===== config.mk =====
export PLATFORM = sky130hd
export DESIGN_NAME = slsf_core
export DESIGN_NICKNAME = d
export VERILOG_FILES = /design/src/rtl/core/slsf_pkg.sv /design/src/rtl/core/slsf_core.sv
export SDC_FILE = /design/constraint.sdc
export NUM_CORES = 1
export LEC_CHECK = 0
export ABC_AREA = 1
export BUFFER_PORTS_ARGS = -buffer_cell sky130_fd_sc_hd__buf_2
export CAP_MARGIN = 20
export CELL_PAD_IN_SITES_DETAIL_PLACEMENT = 1
export CELL_PAD_IN_SITES_GLOBAL_PLACEMENT = 1
export CORE_MARGIN = 3
export CORE_UTILIZATION = 41
export DETAILED_ROUTE_END_ITERATION = 12
export PLACE_DENSITY = 0.88
export SYNTH_ARGS = -nofsm -noshare
export SYNTH_HDL_FRONTEND = slang
export SYNTH_SLANG_ARGS = --single-unit

===== constraint.sdc =====
create_clock -name aclk -period 2.95 [get_ports aclk]
set_input_delay 0.295 -clock aclk [delete_from_list [all_inputs] [get_ports aclk]]
set_output_delay 0.295 -clock aclk [all_outputs]
set_load 0.01 [all_outputs]

===== src/rtl/core/slsf_pkg.sv =====
// ----------------------------------------------------------------------------
// slsf_pkg: shared types and constants for the sync/length/checksum deframer
// Holds the status codes, the result record, the register indexes, their reset values and the header bounds.
// ----------------------------------------------------------------------------
package slsf_pkg;

    // Frame check outcome
    typedef enum logic [2:0] {
        ST_OK        = 3'd0,
        ST_SHORT     = 3'd1,
        ST_BAD_SYNC  = 3'd2,
        ST_BAD_LEN   = 3'd3,
        ST_TRUNCATED = 3'd4,
        ST_BAD_SUM   = 3'd5
    } status_t;

    // One reported result
    typedef struct packed {
        logic       route_local;
        logic [7:0] frame_length;
        logic [7:0] command;
        status_t    status;
    } result_t;

    // Configuration register indexes
    localparam logic CFG_SYNC_VALUE  = 1'b0;
    localparam logic CFG_LOCAL_GROUP = 1'b1;

    // Reset values of the configuration registers
    localparam logic [7:0] SYNC_RESET  = 8'h5E;
    localparam logic [3:0] GROUP_RESET = 4'd6;

    // Header bytes before the sync and length checks are made
    localparam logic [7:0] HEADER_LAST = 8'd4;
    localparam logic [7:0] MIN_LENGTH  = 8'd5;

endpackage


===== src/rtl/core/slsf_core.sv =====
// ----------------------------------------------------------------------------
// slsf_core: per-byte frame parser
// Holds the frame tracking state and the configuration registers, and works
// out the result (if any) for each accepted byte in the same cycle.
// ----------------------------------------------------------------------------
module slsf_core
    import slsf_pkg::*;
(
    input  logic       aclk,
    input  logic       aresetn,
    input  logic       in_accept,
    input  logic [7:0] in_byte,
    input  logic       in_end,
    input  logic       cfg_we,
    input  logic       cfg_addr,
    input  logic [7:0] cfg_wdata,
    output logic       res_valid,
    output result_t    res
);

    logic [7:0] sync_value_reg;
    logic [3:0] local_group_reg;

    logic [7:0] pos_reg,      pos_next;
    logic [7:0] exp_len_reg,  exp_len_next;
    logic [7:0] sum_reg,      sum_next;
    logic [7:0] cmd_reg,      cmd_next;
    logic       sync_ok_reg,  sync_ok_next;
    logic       first_reg,    first_next;
    logic       drop_reg,     drop_next;

    logic [7:0] sum_base;
    logic [8:0] pos_plus1;
    logic       good_sum;

    // Configuration registers
    always_ff @(posedge aclk) begin
        if (!aresetn) begin
            sync_value_reg  <= SYNC_RESET;
            local_group_reg <= GROUP_RESET;
        end else if (cfg_we) begin
            case (cfg_addr)
                CFG_SYNC_VALUE:  sync_value_reg  <= cfg_wdata;
                CFG_LOCAL_GROUP: local_group_reg <= cfg_wdata[3:0];
                default:         sync_value_reg  <= sync_value_reg;
            endcase
        end
    end

    assign sum_base  = (pos_reg == 8'd0) ? 8'd0 : sum_reg;
    assign pos_plus1 = {1'b0, pos_reg} + 9'd1;
    assign good_sum  = (in_byte == sum_reg);

    // Next state and result for the byte on the input
    always_comb begin
        pos_next     = pos_reg;
        exp_len_next = exp_len_reg;
        sum_next     = sum_reg;
        cmd_next     = cmd_reg;
        sync_ok_next = sync_ok_reg;
        first_next   = first_reg;
        drop_next    = drop_reg;
        res_valid    = 1'b0;
        res          = '{route_local: 1'b0, frame_length: 8'd0,
                         command: 8'd0, status: ST_OK};

        if (drop_reg) begin
            // discard until the chunk closes
            if (in_end) begin
                pos_next   = 8'd0;
                sum_next   = 8'd0;
                first_next = 1'b1;
                drop_next  = 1'b0;
            end
        end else if (pos_reg < HEADER_LAST) begin
            // header bytes: capture fields, accumulate checksum
            if (pos_reg == 8'd0) sync_ok_next = (in_byte == sync_value_reg);
            if (pos_reg == 8'd1) cmd_next = in_byte;
            if (pos_reg == 8'd3) exp_len_next = in_byte;
            sum_next = sum_base + in_byte;
            if (in_end) begin
                pos_next   = 8'd0;
                sum_next   = 8'd0;
                first_next = 1'b1;
                drop_next  = 1'b0;
                if (first_reg) begin
                    res_valid  = 1'b1;
                    res.status = ST_SHORT;
                end
            end else begin
                pos_next = pos_plus1[7:0];
            end
        end else begin
            res.status = ST_OK;
            if (pos_reg == HEADER_LAST && !sync_ok_reg) begin
                res_valid  = 1'b1;
                res.status = ST_BAD_SYNC;
            end else if (pos_reg == HEADER_LAST && exp_len_reg < MIN_LENGTH) begin
                res_valid  = 1'b1;
                res.status = ST_BAD_LEN;
            end else if (pos_plus1 == {1'b0, exp_len_reg}) begin
                // checksum byte
                res_valid = 1'b1;
                if (good_sum) begin
                    res.status       = ST_OK;
                    res.command      = cmd_reg;
                    res.frame_length = exp_len_reg;
                    res.route_local  = (cmd_reg[7:4] == local_group_reg);
                end else begin
                    res.status = ST_BAD_SUM;
                end
            end else if (in_end) begin
                res_valid  = 1'b1;
                res.status = ST_TRUNCATED;
            end else begin
                sum_next = sum_reg + in_byte;
                pos_next = pos_plus1[7:0];
            end

            // state after a reported result
            if (res_valid) begin
                if (in_end) begin
                    pos_next   = 8'd0;
                    sum_next   = 8'd0;
                    first_next = 1'b1;
                    drop_next  = 1'b0;
                end else if (res.status == ST_OK) begin
                    pos_next   = 8'd0;
                    sum_next   = 8'd0;
                    first_next = 1'b0;
                end else begin
                    drop_next = 1'b1;
                    pos_next  = 8'd0;
                end
            end
        end
    end

    // Frame tracking state
    always_ff @(posedge aclk) begin
        if (!aresetn) begin
            pos_reg     <= 8'd0;
            exp_len_reg <= 8'd0;
            sum_reg     <= 8'd0;
            cmd_reg     <= 8'd0;
            sync_ok_reg <= 1'b0;
            first_reg   <= 1'b1;
            drop_reg    <= 1'b0;
        end else if (in_accept) begin
            pos_reg     <= pos_next;
            exp_len_reg <= exp_len_next;
            sum_reg     <= sum_next;
            cmd_reg     <= cmd_next;
            sync_ok_reg <= sync_ok_next;
            first_reg   <= first_next;
            drop_reg    <= drop_next;
        end
    end

    // While dropping, the frame position is held at the start
    a_drop_pos: assert property (@(posedge aclk) disable iff (!aresetn)
        drop_reg |-> (pos_reg == 8'd0))
        else $error("position not cleared while dropping");

    // A good frame is never reported with a length below the minimum
    a_ok_len: assert property (@(posedge aclk) disable iff (!aresetn)
        (in_accept && res_valid && res.status == ST_OK) |-> (res.frame_length >= MIN_LENGTH))
        else $error("good frame with short length");

    // A chunk-ending byte always leaves the parser out of drop mode
    a_end_clears: assert property (@(posedge aclk) disable iff (!aresetn)
        (in_accept && in_end) |=> (!drop_reg && first_reg && pos_reg == 8'd0))
        else $error("chunk end did not restart parsing");

endmodule


==> impl_results.md <==
- Number of inserted filler cells in the final layout: 1,060
- Post-Place Cell Area: 3710 um2
- Clock slew at the register clock pins of the worst setup and hold paths: 110 ps
- Detailed router's first-iteration violation count: 155
- Share of power burned in the clock network: 0.320
- Via count of the first global-routing pass: 3,998
- Data arrival time of the critical path: 2560 ps
- Number of enable flip-flop cells after synthesis: 0
- Hold-fix buffers, CTS: 0
- Met2 capacity usage during global routing: 0.436
- Largest fanout on the critical path: 8
- Wire length of the first global-routing pass: 18.8 mm
- Routed wire length: 12.1 mm
- Dominant combinational cell family by area after synthesis: simple AND/OR/NAND/NOR gates
- Die area: 9440 um2
- Average footprint of a synthesized cell: 6.43 um2
- Internal portion of total power: 0.000945 W
- GR Util All Layers: 0.239
- Nature of the critical path startpoint: flip-flop
- Worst IR Drop VDD: 0.193 mV
- HPWL after DPL: 8.57 mm
- Fraction of the mapped netlist area in compound gates: 0.155
- Synthesized cell area: 3410 um2
- Final min period: 2860 ps
- Share of the clock period used by the worst path: 0.969
- Met3 demand-to-capacity share in global routing: 0.0373
- Util after Layout: 0.502
- Via count: 3,867
- I/O Buffers: 42
- Initial core utilization: 0.432
- Switching Fraction: 0.345
- Unique masters post-synth: 36
- CP required: 2650 ps
- Leading register cell type out of synthesis: dfxtp_1
- Gate count of the mapped netlist: 530
- Largest net degree at the start of global routing: 33
- Routed length per instance: 17.7 um
- Worst hold margin: 177 ps
- Net count, final: 618
- Max H-tree Level: 2
- Met1 Resource Use GR: 0.271
- Final Hold Violating Endpoints: 0
- Run status: completed
- Maximum clock insertion buffer count: 2
- Worst setup path class: reg2out
- Routability congestion estimate: 0.929
- Maximum clock frequency: 0.350 GHz
- Fraction of synthesized area in multiplexers: 0
- Setup clock skew after layout: 8.61 ps
- Async set or reset register ratio after synthesis: 0
- Row Count: 32
- Floorplan die height: 97.1 um
- Average via count per standard cell: 5.69
- Crit. End Element: output pin
- Pwr/cell area: 365 nW/um2
- Simple-gate area share of the yosys netlist: 0.348
- Synthesized-area fraction occupied by xor and xnor cells: 0.0463
- Buffer cell driving the clock tree root: clkbuf_8
- Area of the core: 7890 um2
- Most congested layer reported by global routing: met2
- Headroom to the max-slew limit: 0.612
- Flop and latch count out of synthesis: 47
- Number of remaining DRC errors: 0
- Number of buffers added by the clock tree synthesis step: 5
- Count of final max-slew check failures: 0
- Area used by multi-input combinational logic: 2230 um2
- Clock tree from TritonCTS: yes
- Post-route antenna net violation count: 0
- Die extent in x: 97.1 um
- Part of the power in registers: 0.471
- Post-route cell area: 3960 um2
- Share of power burned in combinational logic: 0.209
- Adder-cell share of the synthesized area: 0.0742
- Grt ovf: 0
- Antenna diode instance count: 0
- NetSw: 0.000498 W
- Reported leakage power: 1.80 nW
- Clk sink count: 47
- Relative area change from synthesis to final layout: 16.2%
- Number of max-capacitance violations reported: 0
- Slew @ Worst Pin: 581 ps
- Sequential area share after synthesis: 0.276
- Share of post-route cells with drive strength above 1: 0.175
- Warnings, synthesis: 0
- Number of top-level pins: 43
- Accumulated negative setup slack: 0 ps
- Syn_nets: 571
- Sequential cell area: 952 um2
- Class of the tightest hold or removal check: in2reg
- Number of setup violations in the final report: 0
- Clock latency on the worst-skew pair: 320 ps
- Initial antenna violation count: 0
- First-pass DRT Iterations: 6
[stage by stage]
step           total power (W)  std cells  setup WS, ps
6_report               0.00144        680          92.5
5_1_grt                0.00151        680         -36.2
4_1_cts                0.00142        675          22.8
3_5_place_dp          0.000965        667          81.6
3_3_place_gp          0.000953        667           198
2_1_floorplan         0.000876        530           323
[layout by cell type (no fill, tap or decap), types with 2 or more instances in the layout]
| cell | netlist | routed |
|---|---|---|
| o21ai_0 | 31 | 31 |
| nand3b_1 | 2 | 2 |
| inv_1 | 65 | 62 |
| ha_1 | 17 | 14 |
| nand3_4 | 0 | 3 |
| dfxtp_4 | 0 | 2 |
| nand2_1 | 121 | 121 |
| nand3_2 | 4 | 3 |
| nand4_1 | 8 | 8 |
| o211ai_1 | 2 | 2 |
| nand2_2 | 3 | 3 |
| a31oi_4 | 1 | 2 |
| nor4_1 | 4 | 2 |
| nor2_1 | 56 | 55 |
| inv_6 | 0 | 2 |
| buf_2 | 2 | 42 |
| ha_2 | 0 | 2 |
| buf_4 | 2 | 9 |
| nor3_1 | 4 | 4 |
| clkbuf_8 | 0 | 5 |
| inv_2 | 6 | 8 |
| nor4_2 | 0 | 2 |
| xnor2_1 | 12 | 12 |
| dfxtp_1 | 47 | 42 |
| nor2_2 | 5 | 3 |
| dfxtp_2 | 0 | 3 |
| xor2_1 | 6 | 6 |
| nor2_4 | 2 | 5 |
| a21oi_1 | 53 | 53 |
| nand3_1 | 56 | 56 |
[logic make-up (layout without fill, tap and decap cells)]
group / count (synthesis) / after routing
fa+ha+maj: 19 / 19
simple gates: 267 / 269
buf+inv: 84 / 130
xor+xnor: 18 / 18
flops: 47 / 47
compound gates: 95 / 95
[critical path: stages, from the launching register on]
cell	delay (ps)
dfxtp_4	420
inv_2	80
ha_4	280
inv_1	40
nand2_1	60
nand2_1	60
nor2_2	140
nand3_1	120
nor2_1	110
nand3_1	140
nor2_4	190
nor2_1	110
nor4_1	290
buf_2	210
[timing repair]
| action | in CTS | in global routing |
|---|---|---|
| endpoints found under the setup margin | 18 | 22 |
| setup buffers | 0 | 3 |
| gates cloned | 0 | 2 |
| pin swaps | 1 | 3 |
| gates resized for setup | 3 | 22 |
[power by group through the flow]
| stage | sequential [W] | clock, W | combinational [W] |
|---|---|---|---|
| after global placement | 0.000693 | 0 | 0.000260 |
| after detailed placement | 0.000694 | 0 | 0.000271 |
| after floorplan | 0.000687 | 0 | 0.000188 |
| after global routing | 0.000683 | 0.000491 | 0.000334 |
| final | 0.000680 | 0.000462 | 0.000302 |
| after CTS | 0.000680 | 0.000463 | 0.000280 |
[worst paths after layout]
kind	end	depth (start not counted)	from	slack, ps
max	res[2]	13	pos_reg[0]$_SDFFE_PN0P_	90
min	sync_value_reg[6]$_SDFFE_PN1P_	3	cfg_wdata[6]	180
max reg2reg	sum_reg[6]$_SDFFE_PN0P_	17	pos_reg[5]$_SDFFE_PN0P_	240
min reg2reg	cmd_reg[0]$_SDFFE_PN0P_	2	cmd_reg[0]$_SDFFE_PN0P_	460
[synth_stat cells (7+ instances only)]
master,instances,area share
inv_1,65,0.072
nand2_1,121,0.13
a21oi_1,53,0.078
dfxtp_1,47,0.28
o21ai_0,31,0.046
nor2_1,56,0.062
ha_1,17,0.062
nand4_1,8,0.015
clkbuf_1,7,0.0077
xnor2_1,12,0.031
nand3_1,56,0.082
[layer usage]
metal | vias up | share of wire
met4 | 0 | 0.044
met3 | 47 | 0.032
met5 | - | 0
met1 | 1887 | 0.40
li1 | 1830 | -
met2 | 103 | 0.52
[layout make-up]
class,instances,area share
Sequential cell,47,0.241
Tap cell,102,0.0322
Timing Repair Buffer,51,0.0702
Clock buffer,5,0.0174
Inverter,71,0.0683
Clock inverter,3,0.00727
Multi-Input combinational cell,401,0.564
Note: power is estimated with default switching activity, not from simulation.
